===== config.mk =====
export PLATFORM = sky130hd
export DESIGN_NAME = rshp_square
export DESIGN_NICKNAME = d
export VERILOG_FILES = /design/src/hdl/real_spherical_harmonic_poly_macros.svh /design/src/hdl/rshp_pkg.sv /design/src/hdl/rshp_square.sv
export SDC_FILE = /design/constraint.sdc
export NUM_CORES = 2
export LEC_CHECK = 0
export BUFFER_PORTS_ARGS = -buffer_cell sky130_fd_sc_hd__buf_2
export CORE_MARGIN = 2
export CORE_UTILIZATION = 40
export DETAILED_ROUTE_END_ITERATION = 10
export GPL_ROUTABILITY_DRIVEN = 1
export HOLD_SLACK_MARGIN = 0.15
export PLACE_DENSITY_LB_ADDON = 0.12
export SLEW_MARGIN = 20
export SYNTH_ARGS = -nofsm -noshare
export SYNTH_HDL_FRONTEND = slang
export SYNTH_SLANG_ARGS = --single-unit

===== constraint.sdc =====
create_clock -name clk -period 10.8 [get_ports clk]
set_input_delay 3.24 -clock clk [delete_from_list [all_inputs] [get_ports clk]]
set_output_delay 3.24 -clock clk [all_outputs]
set_load 0.01 [all_outputs]

===== src/hdl/real_spherical_harmonic_poly_macros.svh =====
`ifndef REAL_SPHERICAL_HARMONIC_POLY_MACROS_SVH
`define REAL_SPHERICAL_HARMONIC_POLY_MACROS_SVH

// same-cycle implication
`define RSHP_ASSERT_IMP(label, clk, rst, ante, cons, msg) \
  label: assert property (@(posedge clk) disable iff (rst) (ante) |-> (cons)) \
    else $error(msg);

// implication checked in the next cycle
`define RSHP_ASSERT_NXT(label, clk, rst, ante, cons, msg) \
  label: assert property (@(posedge clk) disable iff (rst) (ante) |=> (cons)) \
    else $error(msg);

`endif


===== src/hdl/rshp_pkg.sv =====
package rshp_pkg;

  localparam int FRAC_BITS = 14;
  localparam int COMP_W    = 16;
  localparam int DEG_W     = 3;
  localparam int ORD_W     = 4;
  localparam int VAL_W     = 19;
  localparam int MAX_DEG   = 4;

  // degree-2 products of components
  localparam int SQ_W    = 2 * COMP_W;
  // first factor: up to 35*z^2 less a constant
  localparam int OPA_W   = SQ_W + 6;
  // second factor: up to x^2-y^2+2xy
  localparam int OPB_W   = SQ_W + 2;
  localparam int PROD_W  = OPA_W + OPB_W;
  // first factor is multiplied in two halves
  localparam int SPLIT_W = OPA_W / 2;
  localparam int HI_W    = OPA_W - SPLIT_W;
  localparam int PLO_W   = SPLIT_W + 1 + OPB_W;
  localparam int PHI_W   = HI_W + OPB_W;

  // rounding shift, in units of FRAC_BITS
  typedef enum logic [1:0] {
    RND_NONE,
    RND_ONE,
    RND_TWO,
    RND_THREE
  } rnd_t;

  typedef struct packed {
    logic signed [COMP_W-1:0] x;
    logic signed [COMP_W-1:0] y;
    logic signed [COMP_W-1:0] z;
  } vec_t;

  typedef struct packed {
    logic [DEG_W-1:0]        degree;
    logic signed [ORD_W-1:0] order;
  } sel_t;

  typedef struct packed {
    logic signed [SQ_W-1:0] xx;
    logic signed [SQ_W-1:0] yy;
    logic signed [SQ_W-1:0] zz;
    logic signed [SQ_W-1:0] xy;
    logic signed [SQ_W-1:0] yz;
    logic signed [SQ_W-1:0] xz;
  } quad_t;

  typedef struct packed {
    logic signed [OPA_W-1:0] opa;
    logic signed [OPB_W-1:0] opb;
    rnd_t                    rnd;
    logic                    cnst;   // add 3 at degree-four scale
  } term_t;

  typedef struct packed {
    logic signed [PROD_W-1:0] acc;
    rnd_t                     rnd;
  } sum_t;

endpackage


===== src/hdl/rshp_square.sv =====
module rshp_square
  import rshp_pkg::*;
(
  input  logic                     clk,
  input  logic                     en,
  input  logic signed [COMP_W-1:0] x_comp,
  input  logic signed [COMP_W-1:0] y_comp,
  input  logic signed [COMP_W-1:0] z_comp,
  input  logic [DEG_W-1:0]         degree,
  input  logic signed [ORD_W-1:0]  order,
  output vec_t                     vec,
  output quad_t                    quad,
  output sel_t                     sel
);

  logic signed [SQ_W-1:0] xx_next, yy_next, zz_next, xy_next, yz_next, xz_next;

  assign xx_next = x_comp * x_comp;
  assign yy_next = y_comp * y_comp;
  assign zz_next = z_comp * z_comp;
  assign xy_next = x_comp * y_comp;
  assign yz_next = y_comp * z_comp;
  assign xz_next = x_comp * z_comp;

  always_ff @(posedge clk) begin
    if (en) begin
      vec.x      <= x_comp;
      vec.y      <= y_comp;
      vec.z      <= z_comp;
      quad.xx    <= xx_next;
      quad.yy    <= yy_next;
      quad.zz    <= zz_next;
      quad.xy    <= xy_next;
      quad.yz    <= yz_next;
      quad.xz    <= xz_next;
      sel.degree <= degree;
      sel.order  <= order;
    end
  end

endmodule


==> flow_metrics.tcl <==
set metrics [dict create \
    status "finished clean" \
    slew_violations 0 \
    mappedNetlistArea_um2 63600 \
    clkSlewWorstSetupHoldPaths_ps 60 \
    dpl.hpwl_um 134400 \
    wl_per_cell_um 18.45 \
    fin_crit_ps 9477 \
    viasPerCell 4.822 \
    cts_tree "yes" \
    rsz0062_at_grt "false" \
    clock-sinks 241 \
    cts_resized 0 \
    die_h_um 402.8 \
    hold_viol 0 \
    cp_data_required_time_ps 11190 \
    cp-end-kind "flip-flop" \
    synth_edf_count 241 \
    ctsHoldBuffers 0 \
    grt_max_degree 114 \
    critPathLaunchType "input port" \
    worstMarginPinSlew_ps 922.2 \
    worstSetupPathType "input port to flip-flop" \
    arrival_ps 9870 \
    setup_viol 0 \
    ys_types 75 \
    avgSynthCellArea_um2 9.773 \
    pin_count 304 \
    max_clock_freq_ghz 0.1055 \
    antenna_found_initial 9 \
    first_pass_iters 5 \
    drcViolationCount 0 \
    cts-root-buf "clkbuf_16" \
    coreArea_um2 158200 \
    dr.first_iter.drc_count 2011 \
    area_delta_synth_final_pct 8.600 \
    hold_path_class "input port to flip-flop" \
    async_reset_ff_frac 0 \
    fin_crit_sh 0.8775 \
    io_buffers 300 \
    ys_seq_area_frac 0.1138 \
    gp_congestion 0.8553 \
    synth_seq_cells 241 \
    numCtsBuffers 31 \
    synthCells 6508 \
    synth_warnings 0 \
    synth_top_area_share 0.4683 \
    postRouteAntennaNets 0 \
    synth_top_area_cell "fa_1" \
    grt.overflow.total 0 \
    routed_wl_um 163200 \
    synth.most_common_cell "inv_1" \
    vias 42660 \
    synth_area_leaders "fa_1 (47%), edfxtp_1 (11%), inv_1 (11%)" \
    tns_ps 0 \
    grt_usage 0.2096 \
    grt_pass1_vias 47200 \
    core.rowCount 146 \
    grt_pass1_wl_um 265200 \
    die_x_um 402.8 \
    cp_max_fo 27 \
    dieArea_um2 162200 \
    nets 8820 \
    relSlewSlack 0.3852 \
    post_cts_buffers 0 \
    ys.flop_type "edfxtp_1" \
    maxCapViolations 0 \
    clk_path_buf_depth 3 \
    drive_above_1_share 0.08193 \
    synth_commonest_cells "inv_1 (1831), fa_1 (1488), nand2_1 (635)" \
    htree_levels 1 \
    start_util 0.4021 \
]
==> cell families (layout without fill, tap and decap cells) <==
family | Yosys count | count (layout) | synth area share
other cells | 1 | 4 | 0.00005896
fa+ha+maj | 2007 | 2007 | 0.5704
xor+xnor | 238 | 238 | 0.03277
mux | 5 | 5 | 0.0007869
buf+inv | 2094 | 2358 | 0.1240
compound gates | 450 | 450 | 0.04755
flops | 241 | 241 | 0.1138
simple gates | 1472 | 1472 | 0.1106
==> placed cells by master, fill, tap and decap left out, drive strengths merged, types with 25 or more instances in the layout <==
cell and instances:
a211oi 26, o21ai 77, a21o 60, ha 519
buf 470, edfxtp 241, nand2b 30, a21oi 125
xor2 45, nor2 226, nand3 25, inv 1833
o21bai 25, xnor2 193, o21a 25, nand2 635
clkbuf 36, fa 1488, and2 434
==> metrics by stage <==
| step | cells | util | setup WS [ps] | hold slack (ps) | area (um^2) |
|---|---|---|---|---|---|
| final | 8847 | 0.4366 | 1323 | 2770 | 69080 |
| after global routing | 8846 | 0.4366 | 947.8 | 2726 | 69070 |
| after CTS | 8846 | 0.4366 | 1347 | 2702 | 69070 |
| after detailed placement | 8795 | 0.4308 | 660.9 | 3419 | 68150 |
| after global placement | 8795 | 0.4308 | 698.0 | 3418 | 68150 |
| after floorplan | 6510 | - | 1162 | 3339 | 63610 |
==> state kept, by name, summed over array words and instances, names as in the netlist <==
register and count:
quad 186, vec 48, sel 7
==> final timing paths <==
kind                   end  cells after the start      start
setup / recovery  quad[29]                     23  z_comp[1]
hold / removal      sel[3]                      1   order[3]
==> worst max-delay path, stage by stage <==
cell and delay, ps:
buf_2 580, buf_4 340, nand2_1 120, inv_1 150
fa_1 430, inv_1 90, fa_1 380, inv_1 90
fa_1 440, fa_1 510, fa_1 490, inv_1 50
fa_1 480, inv_1 40, ha_1 340, and3_2 210
and3_1 180, or4_4 410, o221a_4 250, o41ai_4 390
o211a_4 280, nor3_1 50, a311o_1 270
==> final cells by class <==
cell class / count / area, um^2
Fill cell: 15570 / 89120
Multi-Input combinational cell: 4175 / 48490
Sequential cell: 241 / 7237
Inverter: 1837 / 6895
Timing Repair Buffer: 470 / 2938
Tap cell: 2072 / 2592
Clock buffer: 36 / 794.5
Clock inverter: 15 / 126.4
Antenna cell: 1 / 2.502
==> per-layer routing <==
metal	part of all wire	wire, um	GRT usage
met5	0.00013	21	0
met4	0.026	4241	0.05145
met3	0.035	5730	0.01800
met2	0.50	82210	0.3662
met1	0.44	71020	0.2818
Power is not shown: default switching activity piles up to over one toggle a cycle in this logic, so the estimate is an artifact.
