<file path="src/hdl/real_spherical_harmonic_poly_macros.svh">
`ifndef REAL_SPHERICAL_HARMONIC_POLY_MACROS_SVH
`define REAL_SPHERICAL_HARMONIC_POLY_MACROS_SVH

// same-cycle implication
`define RSHP_ASSERT_IMP(label, clk, rst, ante, cons, msg) \
  label: assert property (@(posedge clk) disable iff (rst) (ante) |-> (cons)) \
    else $error(msg);

// implication checked in the next cycle
`define RSHP_ASSERT_NXT(label, clk, rst, ante, cons, msg) \
  label: assert property (@(posedge clk) disable iff (rst) (ante) |=> (cons)) \
    else $error(msg);

`endif

</file>
<file path="src/hdl/rshp_pkg.sv">
package rshp_pkg;

  localparam int FRAC_BITS = 14;
  localparam int COMP_W    = 16;
  localparam int DEG_W     = 3;
  localparam int ORD_W     = 4;
  localparam int VAL_W     = 19;
  localparam int MAX_DEG   = 4;

  // degree-2 products of components
  localparam int SQ_W    = 2 * COMP_W;
  // first factor: up to 35*z^2 less a constant
  localparam int OPA_W   = SQ_W + 6;
  // second factor: up to x^2-y^2+2xy
  localparam int OPB_W   = SQ_W + 2;
  localparam int PROD_W  = OPA_W + OPB_W;
  // first factor is multiplied in two halves
  localparam int SPLIT_W = OPA_W / 2;
  localparam int HI_W    = OPA_W - SPLIT_W;
  localparam int PLO_W   = SPLIT_W + 1 + OPB_W;
  localparam int PHI_W   = HI_W + OPB_W;

  // rounding shift, in units of FRAC_BITS
  typedef enum logic [1:0] {
    RND_NONE,
    RND_ONE,
    RND_TWO,
    RND_THREE
  } rnd_t;

  typedef struct packed {
    logic signed [COMP_W-1:0] x;
    logic signed [COMP_W-1:0] y;
    logic signed [COMP_W-1:0] z;
  } vec_t;

  typedef struct packed {
    logic [DEG_W-1:0]        degree;
    logic signed [ORD_W-1:0] order;
  } sel_t;

  typedef struct packed {
    logic signed [SQ_W-1:0] xx;
    logic signed [SQ_W-1:0] yy;
    logic signed [SQ_W-1:0] zz;
    logic signed [SQ_W-1:0] xy;
    logic signed [SQ_W-1:0] yz;
    logic signed [SQ_W-1:0] xz;
  } quad_t;

  typedef struct packed {
    logic signed [OPA_W-1:0] opa;
    logic signed [OPB_W-1:0] opb;
    rnd_t                    rnd;
    logic                    cnst;   // add 3 at degree-four scale
  } term_t;

  typedef struct packed {
    logic signed [PROD_W-1:0] acc;
    rnd_t                     rnd;
  } sum_t;

endpackage

</file>
<file path="src/hdl/rshp_mult.sv">
module rshp_mult
  import rshp_pkg::*;
(
  input  logic       clk,
  input  logic [1:0] en,     // [0] partial products, [1] sum
  input  term_t      term,
  output sum_t       sum
);

  localparam logic signed [PROD_W-1:0] RB_ONE   = PROD_W'(1) <<< (FRAC_BITS - 1);
  localparam logic signed [PROD_W-1:0] RB_TWO   = PROD_W'(1) <<< (2 * FRAC_BITS - 1);
  localparam logic signed [PROD_W-1:0] RB_THREE = PROD_W'(1) <<< (3 * FRAC_BITS - 1);
  localparam logic signed [PROD_W-1:0] THREE_4F = PROD_W'(3) <<< (4 * FRAC_BITS);

  typedef struct packed {
    logic signed [PLO_W-1:0] plo;
    logic signed [PHI_W-1:0] phi;
    rnd_t                    rnd;
    logic                    cnst;
  } part_t;

  part_t                    part;
  logic signed [PROD_W-1:0] bias;

  // half-ulp for rounding, plus the constant of the l=4 m=0 form
  always_comb begin
    unique case (part.rnd)
      RND_NONE:  bias = '0;
      RND_ONE:   bias = RB_ONE;
      RND_TWO:   bias = RB_TWO;
      RND_THREE: bias = RB_THREE;
    endcase
    if (part.cnst) begin
      bias = bias + THREE_4F;
    end
  end

  always_ff @(posedge clk) begin
    if (en[0]) begin
      part.plo  <= $signed({1'b0, term.opa[SPLIT_W-1:0]}) * $signed(term.opb);
      part.phi  <= $signed(term.opa[OPA_W-1:SPLIT_W]) * $signed(term.opb);
      part.rnd  <= term.rnd;
      part.cnst <= term.cnst;
    end
    if (en[1]) begin
      sum.acc <= (PROD_W'($signed(part.phi)) <<< SPLIT_W)
                 + PROD_W'($signed(part.plo)) + bias;
      sum.rnd <= part.rnd;
    end
  end

endmodule

</file>
<file path="config.mk">
export PLATFORM = sky130hd
export DESIGN_NAME = rshp_mult
export DESIGN_NICKNAME = d
export VERILOG_FILES = /design/src/hdl/real_spherical_harmonic_poly_macros.svh /design/src/hdl/rshp_pkg.sv /design/src/hdl/rshp_mult.sv
export SDC_FILE = /design/constraint.sdc
export NUM_CORES = 2
export LEC_CHECK = 0
export ABC_AREA = 1
export BUFFER_PORTS_ARGS = -buffer_cell sky130_fd_sc_hd__buf_2
export CAP_MARGIN = 10
export CELL_PAD_IN_SITES_DETAIL_PLACEMENT = 2
export CELL_PAD_IN_SITES_GLOBAL_PLACEMENT = 2
export CORE_MARGIN = 2
export CORE_UTILIZATION = 43
export DETAILED_ROUTE_END_ITERATION = 8
export PLACE_DENSITY_LB_ADDON = 0.08
export SYNTH_ARGS = -nofsm -noshare
export SYNTH_HDL_FRONTEND = slang
export SYNTH_SLANG_ARGS = --single-unit
</file>
<file path="constraint.sdc">
create_clock -name clk -period 10 [get_ports clk]
set_clock_uncertainty 0.05 [all_clocks]
set_input_delay 1 -clock clk [delete_from_list [all_inputs] [get_ports clk]]
set_output_delay 1 -clock clk [all_outputs]
set_load 0.03 [all_outputs]
</file>
==> metrics.md <==
| Metric | Value |
|---|---|
| Status | `finished clean` |
| CP Capture Type | `flip-flop` |
| Mean routed wirelength per cell | `26.2 microns` |
| Worst-skew pair later-pin latency | `500 ps` |
| GRT Max-Usage Layer | `met2` |
| Vias per cell | `5.29` |
| Vias in the first global route | `62500` |
| Fraction of layout cells with a size suffix above 1 | `4.51%` |
| Sequential area share after synthesis | `9.14%` |
| DRC viols | `0` |
| Worst-Margin Slew | `1190 ps` |
| Max transition margin | `20.4%` |
| Fin Setup TNS | `0 ps` |
| Hpwl dp | `217000 microns` |
| Htree depth | `4` |
| Post-synth top area share | `41.9%` |
| Fin. Hold Viols | `0` |
| Syn nets | `9746` |
| RSZ-0062 raised after global routing | `no` |
| DR iter-0 viols | `2954` |
| Met3 usage | `4.17%` |
| Fillers | `16400` |
| Hold/Removal Path Class | `reg2reg` |
| Critical Path AT | `8340 ps` |
| Die ar. | `144000 sq um` |
| Die height | `379 microns` |
| Slew Limit Fails | `0` |
| Hold_buf cts | `0` |
| Top post-synthesis cells by area | `fa_1 (42%), nand2_1 (16%), inv_1 (15%), edfxtp_1 (9.1%), ha_1 (7.9%)` |
| CTS tree | `built` |
| Num rows | `137` |
| Crit share post-route | `81.6%` |
| Syn Area/Cell | `7.53 sq um` |
| Post-cts sizing count | `0` |
| Worst Hold Path Cells | `0` |
| CTS Sinks | `184` |
| Initial antenna violation count | `7` |
| Routed wire length | `258000 microns` |
| Worst R2R Path Depth | `11` |
| Yosys cell types | `35` |
| Cell area after synthesis | `60400 sq um` |
| EDFF count, synth | `184` |
| Clock slew at reported path FFs | `110 ps` |
| Die W | `379 microns` |
| Post-CTS Setup Bufs | `0` |
| Synth area leader | `fa_1` |
| Worst-case clock buffer depth | `2` |
| IO buf count | `151` |
| Router iterations before antenna repair | `5` |
| Max Cap Viol | `0` |
| Layout Nets | `9698` |
| Final min period | `8160 ps` |
| Final GP Congestion | `0.919` |
| Fmax | `0.123 GHz` |
| Top-level I/O count | `152` |
| Initial cell density of the core | `43.3%` |
| Synth Flop Type | `edfxtp_1` |
| Crit-path max FO | `38` |
| Area grow syn2layout | `5.29%` |
| CTS buffer count | `17` |
| Synthesis warning total | `0` |
| Final setup fails | `0` |
| GR Overflow Total | `0` |
| Via count | `52200` |
| Root Driver | `clkbuf_16` |
| Routing usage on met2 | `63.7%` |
| Ys async rst share | `0%` |
| Startpoint types | `primary input` |
| Total core area | `140000 sq um` |
| Synthesized instance count | `8020` |
| Setup CP Type | `in2reg` |
| Post-DRT Antenna Nets | `0` |
| Critical path required time | `10180 ps` |
| Met1 GRT Util | `46.3%` |
| All-Layer GR Usage | `36.6%` |
| #FFs+latches synth | `184` |
| Global-route wire length before repair | `387000 microns` |
| Pin count of the biggest net entering global routing | `65` |
==> layout by cell type, fill, tap and decap left out, drive strengths merged <==
cell type,netlist,layout
buf,50,220
xnor2,30,30
fa,1265,1265
nand3b,3,3
nor3,25,25
nand2,2549,2549
ha,383,383
inv,2458,2466
clkbuf,237,17
and3,1,1
or2,7,7
o21bai,12,12
o21a,3,3
a21oi,138,138
a21o,3,3
xor2,73,73
and2,10,10
edfxtp,184,184
nand4,61,61
nand3,162,162
o21ai,43,43
diode,0,2
nor2,322,322
clkinv,1,8
==> cells by family (layout without fill, tap and decap cells) <==
| family | count (synthesis) | in the layout | share of synthesized area [%] |
|---|---|---|---|
| buffers and inverters | 2746 | 2711 | 17.1 |
| AOI/OAI and AO/OA | 199 | 199 | 1.74 |
| other | 0 | 2 | 0 |
| DFF | 184 | 184 | 9.14 |
| adders and majority gates | 1648 | 1648 | 49.8 |
| and+or+nand+nor | 3140 | 3140 | 20.7 |
| xor gates and xnor gates | 103 | 103 | 1.49 |
==> through the flow <==
step	cells	util, %	cell area (sq um)	hold WS [ps]	setup slack, ps
2_1_floorplan	8020	-	60400	350	2840
3_3_place_gp	9829	45.1	63000	352	1630
3_5_place_dp	9829	45.1	63000	360	1440
4_1_cts	9861	45.6	63600	371	1940
5_1_grt	9861	45.6	63600	381	1590
6_report	9863	45.6	63600	373	1840
==> synthesized netlist by cell type (3+ instances only) <==
cell type,number
nand2_1,2521
inv_1,2452
fa_1,1265
ha_1,383
nor2_1,270
clkbuf_1,237
edfxtp_1,184
nand3_1,154
a21oi_1,137
xor2_1,73
nand4_1,61
buf_1,49
nor2_2,48
o21ai_0,40
xnor2_1,30
nand2_2,27
nor3_1,20
o21bai_1,12
nand3_2,8
and2_1,7
or2_2,7
inv_2,6
nor3_2,5
nor2_4,4
a21o_1,3
and2_0,3
nand3b_1,3
o21a_1,3
==> registers in the layout, indices dropped and copies added, names as in the netlist <==
| name | flops |
|---|---|
| part | 110 |
| sum | 74 |
==> worst paths after layout <==
kind | from | endpoint | slack (ps)
hold reg to reg | part[64] | sum[10] | 370
hold / removal | part[64] | sum[10] | 370
setup reg to reg | part[2] | sum[52] | 6350
setup / recovery | term[36] | part[96] | 1840
==> routing by layer <==
metal / wire (microns) / up-vias
met4: 11500 / 6
met1: 105000 / 27700
li1: - / 22400
met3: 13800 / 538
met5: 41 / -
met2: 127000 / 1625
==> worst max-delay path, cell delays in order <==
cell and delay [ps]:
buf_2 770, nand2_1 360, fa_1 750, inv_1 160, fa_1 540, inv_1 70, fa_1 520, inv_1 70
fa_1 490, fa_1 540, fa_1 550, inv_1 70, fa_1 500, inv_1 40, ha_1 590, nand2_1 220
nor2_1 190, nand2_1 140, nor3_1 270, nand3_1 170, nand4_1 120, nand2_1 110
==> cell type report <==
type	instances	area (sq um)	share of cell area (%)
Inverter	2459	9230	14.5
Clock buffer	17	425	0.669
Clock inverter	15	220	0.346
Multi-Input combinational cell	5090	44600	70.1
Antenna cell	2	5.00	0.00787
Tap cell	1876	2350	3.69
Sequential cell	184	5530	8.69
Timing Repair Buffer	220	1280	2.01
Power is not shown: default switching activity piles up to over one toggle a cycle in this logic, so the estimate is an artifact.
