===== config.mk =====
export PLATFORM = sky130hd
export DESIGN_NAME = rshp_round
export DESIGN_NICKNAME = d
export VERILOG_FILES = /design/src/hdl/rshp_pkg.sv /design/src/hdl/rshp_round.sv
export VERILOG_INCLUDE_DIRS = /design/src /design/src/hdl
export SDC_FILE = /design/constraint.sdc
export NUM_CORES = 1
export LEC_CHECK = 0
export BUFFER_PORTS_ARGS = -buffer_cell sky130_fd_sc_hd__buf_2
export CAP_MARGIN = 20
export CORE_MARGIN = 5
export CORE_UTILIZATION = 50
export DETAILED_ROUTE_END_ITERATION = 6
export PLACE_DENSITY_LB_ADDON = 0.05
export SETUP_SLACK_MARGIN = 0.02
export SLEW_MARGIN = 20
export SYNTH_ARGS = -nofsm -noshare
export SYNTH_HDL_FRONTEND = slang
export SYNTH_SLANG_ARGS = --single-unit

===== constraint.sdc =====
create_clock -name clk -period 3.4 [get_ports clk]
set_clock_uncertainty 0.05 [all_clocks]
set_input_delay 0.17 -clock clk [delete_from_list [all_inputs] [get_ports clk]]
set_output_delay 0.17 -clock clk [all_outputs]
set_load 0.05 [all_outputs]

===== src/hdl/real_spherical_harmonic_poly_macros.svh =====
`ifndef REAL_SPHERICAL_HARMONIC_POLY_MACROS_SVH
`define REAL_SPHERICAL_HARMONIC_POLY_MACROS_SVH

// same-cycle implication
`define RSHP_ASSERT_IMP(label, clk, rst, ante, cons, msg) \
  label: assert property (@(posedge clk) disable iff (rst) (ante) |-> (cons)) \
    else $error(msg);

// implication checked in the next cycle
`define RSHP_ASSERT_NXT(label, clk, rst, ante, cons, msg) \
  label: assert property (@(posedge clk) disable iff (rst) (ante) |=> (cons)) \
    else $error(msg);

`endif


===== src/hdl/rshp_pkg.sv =====
package rshp_pkg;

  localparam int FRAC_BITS = 14;
  localparam int COMP_W    = 16;
  localparam int DEG_W     = 3;
  localparam int ORD_W     = 4;
  localparam int VAL_W     = 19;
  localparam int MAX_DEG   = 4;

  // degree-2 products of components
  localparam int SQ_W    = 2 * COMP_W;
  // first factor: up to 35*z^2 less a constant
  localparam int OPA_W   = SQ_W + 6;
  // second factor: up to x^2-y^2+2xy
  localparam int OPB_W   = SQ_W + 2;
  localparam int PROD_W  = OPA_W + OPB_W;
  // first factor is multiplied in two halves
  localparam int SPLIT_W = OPA_W / 2;
  localparam int HI_W    = OPA_W - SPLIT_W;
  localparam int PLO_W   = SPLIT_W + 1 + OPB_W;
  localparam int PHI_W   = HI_W + OPB_W;

  // rounding shift, in units of FRAC_BITS
  typedef enum logic [1:0] {
    RND_NONE,
    RND_ONE,
    RND_TWO,
    RND_THREE
  } rnd_t;

  typedef struct packed {
    logic signed [COMP_W-1:0] x;
    logic signed [COMP_W-1:0] y;
    logic signed [COMP_W-1:0] z;
  } vec_t;

  typedef struct packed {
    logic [DEG_W-1:0]        degree;
    logic signed [ORD_W-1:0] order;
  } sel_t;

  typedef struct packed {
    logic signed [SQ_W-1:0] xx;
    logic signed [SQ_W-1:0] yy;
    logic signed [SQ_W-1:0] zz;
    logic signed [SQ_W-1:0] xy;
    logic signed [SQ_W-1:0] yz;
    logic signed [SQ_W-1:0] xz;
  } quad_t;

  typedef struct packed {
    logic signed [OPA_W-1:0] opa;
    logic signed [OPB_W-1:0] opb;
    rnd_t                    rnd;
    logic                    cnst;   // add 3 at degree-four scale
  } term_t;

  typedef struct packed {
    logic signed [PROD_W-1:0] acc;
    rnd_t                     rnd;
  } sum_t;

endpackage


===== src/hdl/rshp_round.sv =====
`include "real_spherical_harmonic_poly_macros.svh"

module rshp_round
  import rshp_pkg::*;
(
  input  logic                    clk,
  input  logic                    en,
  input  sum_t                    sum,
  output logic signed [VAL_W-1:0] value
);

  localparam logic signed [VAL_W-1:0] VAL_MAX = {1'b0, {(VAL_W - 1){1'b1}}};
  localparam logic signed [VAL_W-1:0] VAL_MIN = {1'b1, {(VAL_W - 1){1'b0}}};

  logic signed [PROD_W-1:0] sh;
  logic [PROD_W-VAL_W:0]    top_bits;
  logic signed [VAL_W-1:0]  value_next;

  always_comb begin
    unique case (sum.rnd)
      RND_NONE:  sh = sum.acc;
      RND_ONE:   sh = $signed(sum.acc) >>> FRAC_BITS;
      RND_TWO:   sh = $signed(sum.acc) >>> (2 * FRAC_BITS);
      RND_THREE: sh = $signed(sum.acc) >>> (3 * FRAC_BITS);
    endcase
    // fits when everything above the sign bit copies it
    top_bits = sh[PROD_W-1:VAL_W-1];
    if (&top_bits || !(|top_bits)) begin
      value_next = sh[VAL_W-1:0];
    end else if (sh[PROD_W-1]) begin
      value_next = VAL_MIN;
    end else begin
      value_next = VAL_MAX;
    end
  end

  always_ff @(posedge clk) begin
    if (en) begin
      value <= value_next;
    end
  end

  `RSHP_ASSERT_NXT(a_sign_kept, clk, 1'b0, en && !sum.acc[PROD_W-1], !value[VAL_W-1], "non-negative sum gave a negative value")

endmodule

==> flow_metrics.tcl, run 1 <==
set metrics [dict create \
    outcome "complete, no violations" \
    pin_count 95 \
    drc 0 \
    place_hpwl_um 5609 \
    track_usage 0.2230 \
    cp.required_ns 3.35 \
    cts_buffer_depth 2 \
    grt_pass1_vias 2020 \
    h-tree-depth 1 \
    ir_drop_v 0.0001816 \
    synthTopCellsByCount "29 x mux4_2, 19 x edfxtp_1, 13 x mux2_2, 11 x mux4_1" \
    hold_path_class "input port to register" \
    synthDistinctLibCells 37 \
    ctsHoldBuffers 0 \
    dr.pass1.iters 4 \
    start_util 0.5139 \
    numCtsBuffers 3 \
    largest_reg_flops 19 \
    synth_edf_count 19 \
    path_cells "buf_2 > buf_12 > mux4_2 > nor4_1 > and4_1 > nand4_1 > o22ai_4 > buf_12 > mux2_2" \
    synth.top_cells.by_area "mux4_2 27%, edfxtp_1 24%, mux4_1 12%" \
    viasPerCell 6.679 \
    die_area_um2 6311 \
    num_vias 2124 \
    clk_pin_slew_worst_paths_ns 0.07 \
    syn_area_per_cell_um2 13.70 \
    postCtsSetupRepairBufs 0 \
    end_kind "register" \
    ys_async_sr_fraction 0 \
    cpMostUsedCell "buf_12" \
    cts_tree "yes" \
    slew_violations 0 \
    nNetsFinal 341 \
    critPathMaxStageDelay_ns 0.54 \
    first_iter_violations 117 \
    final.setup.tns_ns 0 \
    grt_max_degree 40 \
    drive_gt1_frac 0.6023 \
    p_total_w 0.0007840 \
    setup_viol 0 \
    syn-instance-count 176 \
    area_growth_pct 22.63 \
    yosys_warnings 0 \
    fin_crit_ns 2.857 \
    synth_top_area_cell "mux4_2" \
    worstSetupPathType "input port to register" \
    crit_arrival_ns 2.81 \
    antenna_found_initial 0 \
    wl_per_cell_um 21.95 \
    synth_most_common_cell "mux4_2" \
    hold_path_depth 1 \
    fin_area_um2 2957 \
    synthFlopType "edfxtp_1" \
    rows 25 \
    post_cts_resized 0 \
    gp_congestion 0.9286 \
    drtAntennaViolNets 0 \
    critPathSlowestCell "mux4_2" \
    synth_top_area_frac 0.2709 \
    synth.net_count 252 \
    worstMarginPinSlew_ns 0.7778 \
    fmax_mhz 350.0 \
    start_kind "input port" \
    rsz0062_at_grt "no" \
    ys_ff_latch 19 \
    p_per_area_nw_per_um2 265.2 \
    diodes 0 \
    setup_ws_ns 0.5428 \
    wl_um 6981 \
    clock-sinks 19 \
    place_area_um2 2910 \
    finalCritPeriodShare 0.8403 \
    die_w_um 79.44 \
    grt_pass1_wl_um 10900 \
    dp_slack_ns 0.2630 \
    critPathMaxFanout 28 \
    die_y_um 79.44 \
    slew_headroom 0.4814 \
    grt_overflow_total 0 \
    largest-register "value" \
    core-area_um2 4692 \
    port_buffers 94 \
    reg_top3 "value (19)" \
    utilization 0.6301 \
    finalHoldViolCount 0 \
    maxCapViolCount 0 \
    root_buffer "clkbuf_8" \
    syn_area_um2 2411 \
    yosysSeqAreaShare 0.2366 \
    p_leak_nw 1.167 \
]
[placed cells by master, fill, tap and decap left out, types with 2 or more instances in the layout]
cell	n
nor4_1	10
mux2_2	13
buf_12	2
nand3_1	6
clkbuf_8	3
buf_2	94
and4_1	2
mux2_4	8
buf_4	6
edfxtp_1	19
nand4_1	8
o21ai_0	3
a21oi_1	4
mux4_1	11
nor2_1	10
nand4b_1	2
nand2_1	6
nor3_1	3
a31oi_1	2
mux4_2	29
mux2i_1	7
[kinds of logic (layout without fill, tap and decap cells)]
family                 after synthesis  after routing  synth area share
AO/OA/AOI/OAI                       18             18           0.05709
buffers and inverters               19            107           0.05293
flip-flops                          19             19            0.2366
multiplexers                        68             68            0.5304
AND/OR/NAND/NOR                     52             52            0.1230
[layer usage]
metal,part of all wire,up-vias,track usage
li1,-,962,-
met1,0.43,1063,0.3143
met2,0.50,93,0.3748
met3,0.060,6,0.01806
met4,0.012,0,0.05326
met5,0,-,0
[through the flow]
step	hold WS, ns	cells
2_1_floorplan	0.2325	176
3_3_place_gp	0.5883	314
3_5_place_dp	0.5897	314
4_1_cts	0.3242	318
5_1_grt	0.3429	318
6_report	0.3268	318
[worst paths after layout]
check              start                   to  slack, ns
setup / recovery  sum[0]   value[4]$_DFFE_PP_       0.54
hold / removal        en  value[12]$_DFFE_PP_       0.33
[power breakdown]
group          internal, W  switching, W
Combinational     0.000154      0.000198
Clock            0.0000812     0.0000690
Sequential        0.000278    0.00000355
Total             0.000513      0.000271
[final cells by class]
cell class,instances,area (µm²)
Clock buffer,3,41.29
Multi-Input combinational cell,138,1713
Clock inverter,1,5.005
Timing Repair Buffer,102,555.5
Sequential cell,19,570.5
Inverter,1,3.754
Fill cell,400,1735
Tap cell,54,67.56
[worst max-delay path, delay by kind of cell]
kind                   cells  cell delay (ns)
buffers and inverters      3             0.96
AO/OA/AOI/OAI              1             0.20
AND/OR/NAND/NOR            3             0.58
multiplexers               2             0.89
No activity file was read; power rests on OpenSTA's default activity.
==> run 2: changes to the inputs <==
Settings changed: ABC_AREA set to 1, CORE_UTILIZATION 50 to 47.
Clock period 3.4 ns to 2.6 ns, I/O delays scaled along.
==> run 2 against run 1 <==
Against the previous run:
- synthesized cell count grew to 2.9 times the previous value
- synthesized area is 14% higher
- global-route usage rose by 2.3 points
- sequential power increased by 30%
- die area rose by 18%
- sequential share of layout area decreased by 2.1 points
- worst setup slack worse by 0.047 ns
- routed wire length is 36% higher
- cell area grew 12%
- combinational power up 52%
- utilization shrank 3.7 points
- flip-flop and latch count stayed put
- largest cell class unchanged
==> flow_metrics.tcl, run 2 <==
set metrics [dict create \
    outcome "complete, no violations" \
    start_kind "input port" \
    slew_violations 0 \
    start_util 0.4918 \
    synth_top_area_frac 0.3300 \
    p_per_area_nw_per_um2 331.8 \
    rows 27 \
    grt_pass1_vias 3120 \
    die_w_um 86.37 \
    h-tree-depth 1 \
    fin_cells 662 \
    hold_path_class "input port to register" \
    track_usage 0.2458 \
    die_y_um 86.37 \
    wl_per_cell_um 14.39 \
    synth_top_area_cell "nand2_1" \
    postCtsSetupRepairBufs 0 \
    setup_viol 0 \
    numCtsBuffers 3 \
    largest_reg_flops 19 \
    finalCritPeriodShare 0.8092 \
    synthTopCellsByCount "241 x nand2_1, 89 x nand3_1, 55 x nor2_1, 37 x nand4_1, 20 x inv_1" \
    maxCapViolCount 0 \
    clock-sinks 19 \
    drive_gt1_frac 0.1983 \
    syn_area_per_cell_um2 5.354 \
    power_switching_w 0.0004542 \
    yosys_warnings 0 \
    finalHoldViolCount 0 \
    synthFlopType "edfxtp_1" \
    intPower_w 0.0006434 \
    cts_tree "yes" \
    gp_congestion 0.9312 \
    p_seq_frac 0.335 \
    dp_slack_ns 0.2450 \
    final.setup.tns_ns 0 \
    grt_pass1_wl_um 14990 \
    final_cell_mix "241 x nand2_1, 94 x buf_2, 89 x nand3_1" \
    slew_headroom 0.6739 \
    p_leak_nw 1.674 \
    pwr-share-clk 0.176 \
    largest-register "value" \
    reg_top3 "value (19)" \
    crit_arrival_ns 2.05 \
    synth.top_cells.by_area "nand2_1 33%, edfxtp_1 21%, nand3_1 16%" \
    grt_overflow_total 0 \
    num_vias 3664 \
    synth_most_common_cell "nand2_1" \
    combPwrFrac 0.489 \
    ys_ff_latch 19 \
    diodes 0 \
    swShare 0.4138 \
    wl_um 9523 \
    fin_crit_ns 2.104 \
    ys_async_sr_fraction 0 \
    syn_area_um2 2741 \
    worstMarginPinSlew_ns 0.4880 \
    fillers 568 \
    viasPerCell 5.535 \
    critPathMaxFanout 18 \
    antenna_found_initial 0 \
    pin_count 95 \
    post_cts_resized 0 \
    seqCellArea_um2 570.5 \
    syn-instance-count 512 \
    rsz0062_at_grt "no" \
    synth.net_count 588 \
    drtAntennaViolNets 0 \
    port_buffers 94 \
    setup_ws_ns 0.4962 \
    root_buffer "clkbuf_8" \
    cp.required_ns 2.54 \
    dr.pass1.iters 5 \
    hold_path_depth 1 \
    ctsHoldBuffers 0 \
    area_growth_pct 20.68 \
    synth_edf_count 19 \
    die_area_um2 7460 \
    yosysSeqAreaShare 0.2081 \
    core-area_um2 5574 \
    drc 0 \
    synthDistinctLibCells 23 \
    cts_buffer_depth 2 \
    final_common_cell "nand2_1" \
    ir_drop_v 0.0002568 \
    clk_pin_slew_worst_paths_ns 0.06 \
    nNetsFinal 667 \
    end_kind "register" \
    worstSetupPathType "input port to register" \
    first_iter_violations 368 \
    fmax_mhz 475.3 \
    multi_input_area_um2 1929 \
    place_hpwl_um 7599 \
    grt_max_degree 43 \
    dp.cells 658 \
]
run 2: changes by cell type in the layout (fill, tap and decap cells not counted), sizes merged, moves of 3 or more:
cell,previous run,this run
a21oi,4,1
nand2,6,242
mux2,21,0
nor4,11,0
inv,1,22
nor2,10,57
mux4,40,0
mux2i,7,0
nand4,8,37
o2111ai,0,4
buf,102,105
nand3,6,91
run 2: worst max-delay path: stages:
cell	delay, ns
buf_2	0.26
inv_2	0.15
nand2_1	0.15
nand2_1	0.21
nand2_1	0.14
nand2_1	0.05
nor2_1	0.11
nand2_1	0.06
nor3_1	0.20
nand3_1	0.17
nand3_2	0.30
nand2_1	0.11
run 2: power by group through the flow:
stage          combinational [W]  sequential, W  clock (W)
6_report                0.000536       0.000368   0.000193
5_1_grt                 0.000587       0.000371   0.000214
4_1_cts                 0.000530       0.000368   0.000197
3_5_place_dp            0.000528       0.000375          0
3_3_place_gp            0.000528       0.000374          0
2_1_floorplan           0.000255       0.000462          0
run 2: final timing paths:
check / start / end
setup / recovery: sum[1] / value[17]$_DFFE_PP_
hold / removal: sum[73] / value[18]$_DFFE_PP_
run 2: final cells by class:
type                       instances  area share
timing repair buffer             105      0.1785
tap                               72     0.02723
inverter                          22     0.02496
sequential                        19      0.1725
clock buffer                       4     0.01362
multi-input combinational        440      0.5832
run 2: cells by family after synthesis:
kind of cell,after synthesis,share of synthesized area
buf+inv,53,0.08991
simple gates,431,0.6801
flops,19,0.2081
compound gates,9,0.02191
run 2: stage by stage:
step	power (W)	hold WS [ns]	util	area (µm²)
CTS	0.001095	0.1802	0.5935	3308
detailed placement	0.0009028	0.4371	0.5854	3263
floorplan	0.0007175	0.1925	-	2741
global placement	0.0009027	0.4497	0.5854	3263
finish	0.001098	0.1953	0.5935	3308
global route	0.001172	0.1784	0.5935	3308
run 2: routing by layer:
metal / up-vias / routed length [µm] / track usage
met5: - / 0 / 0
met2: 215 / 4172 / 0.3818
met4: 0 / 163 / 0.06374
met1: 1584 / 4187 / 0.3624
met3: 18 / 999 / 0.02376
li1: 1847 / - / -
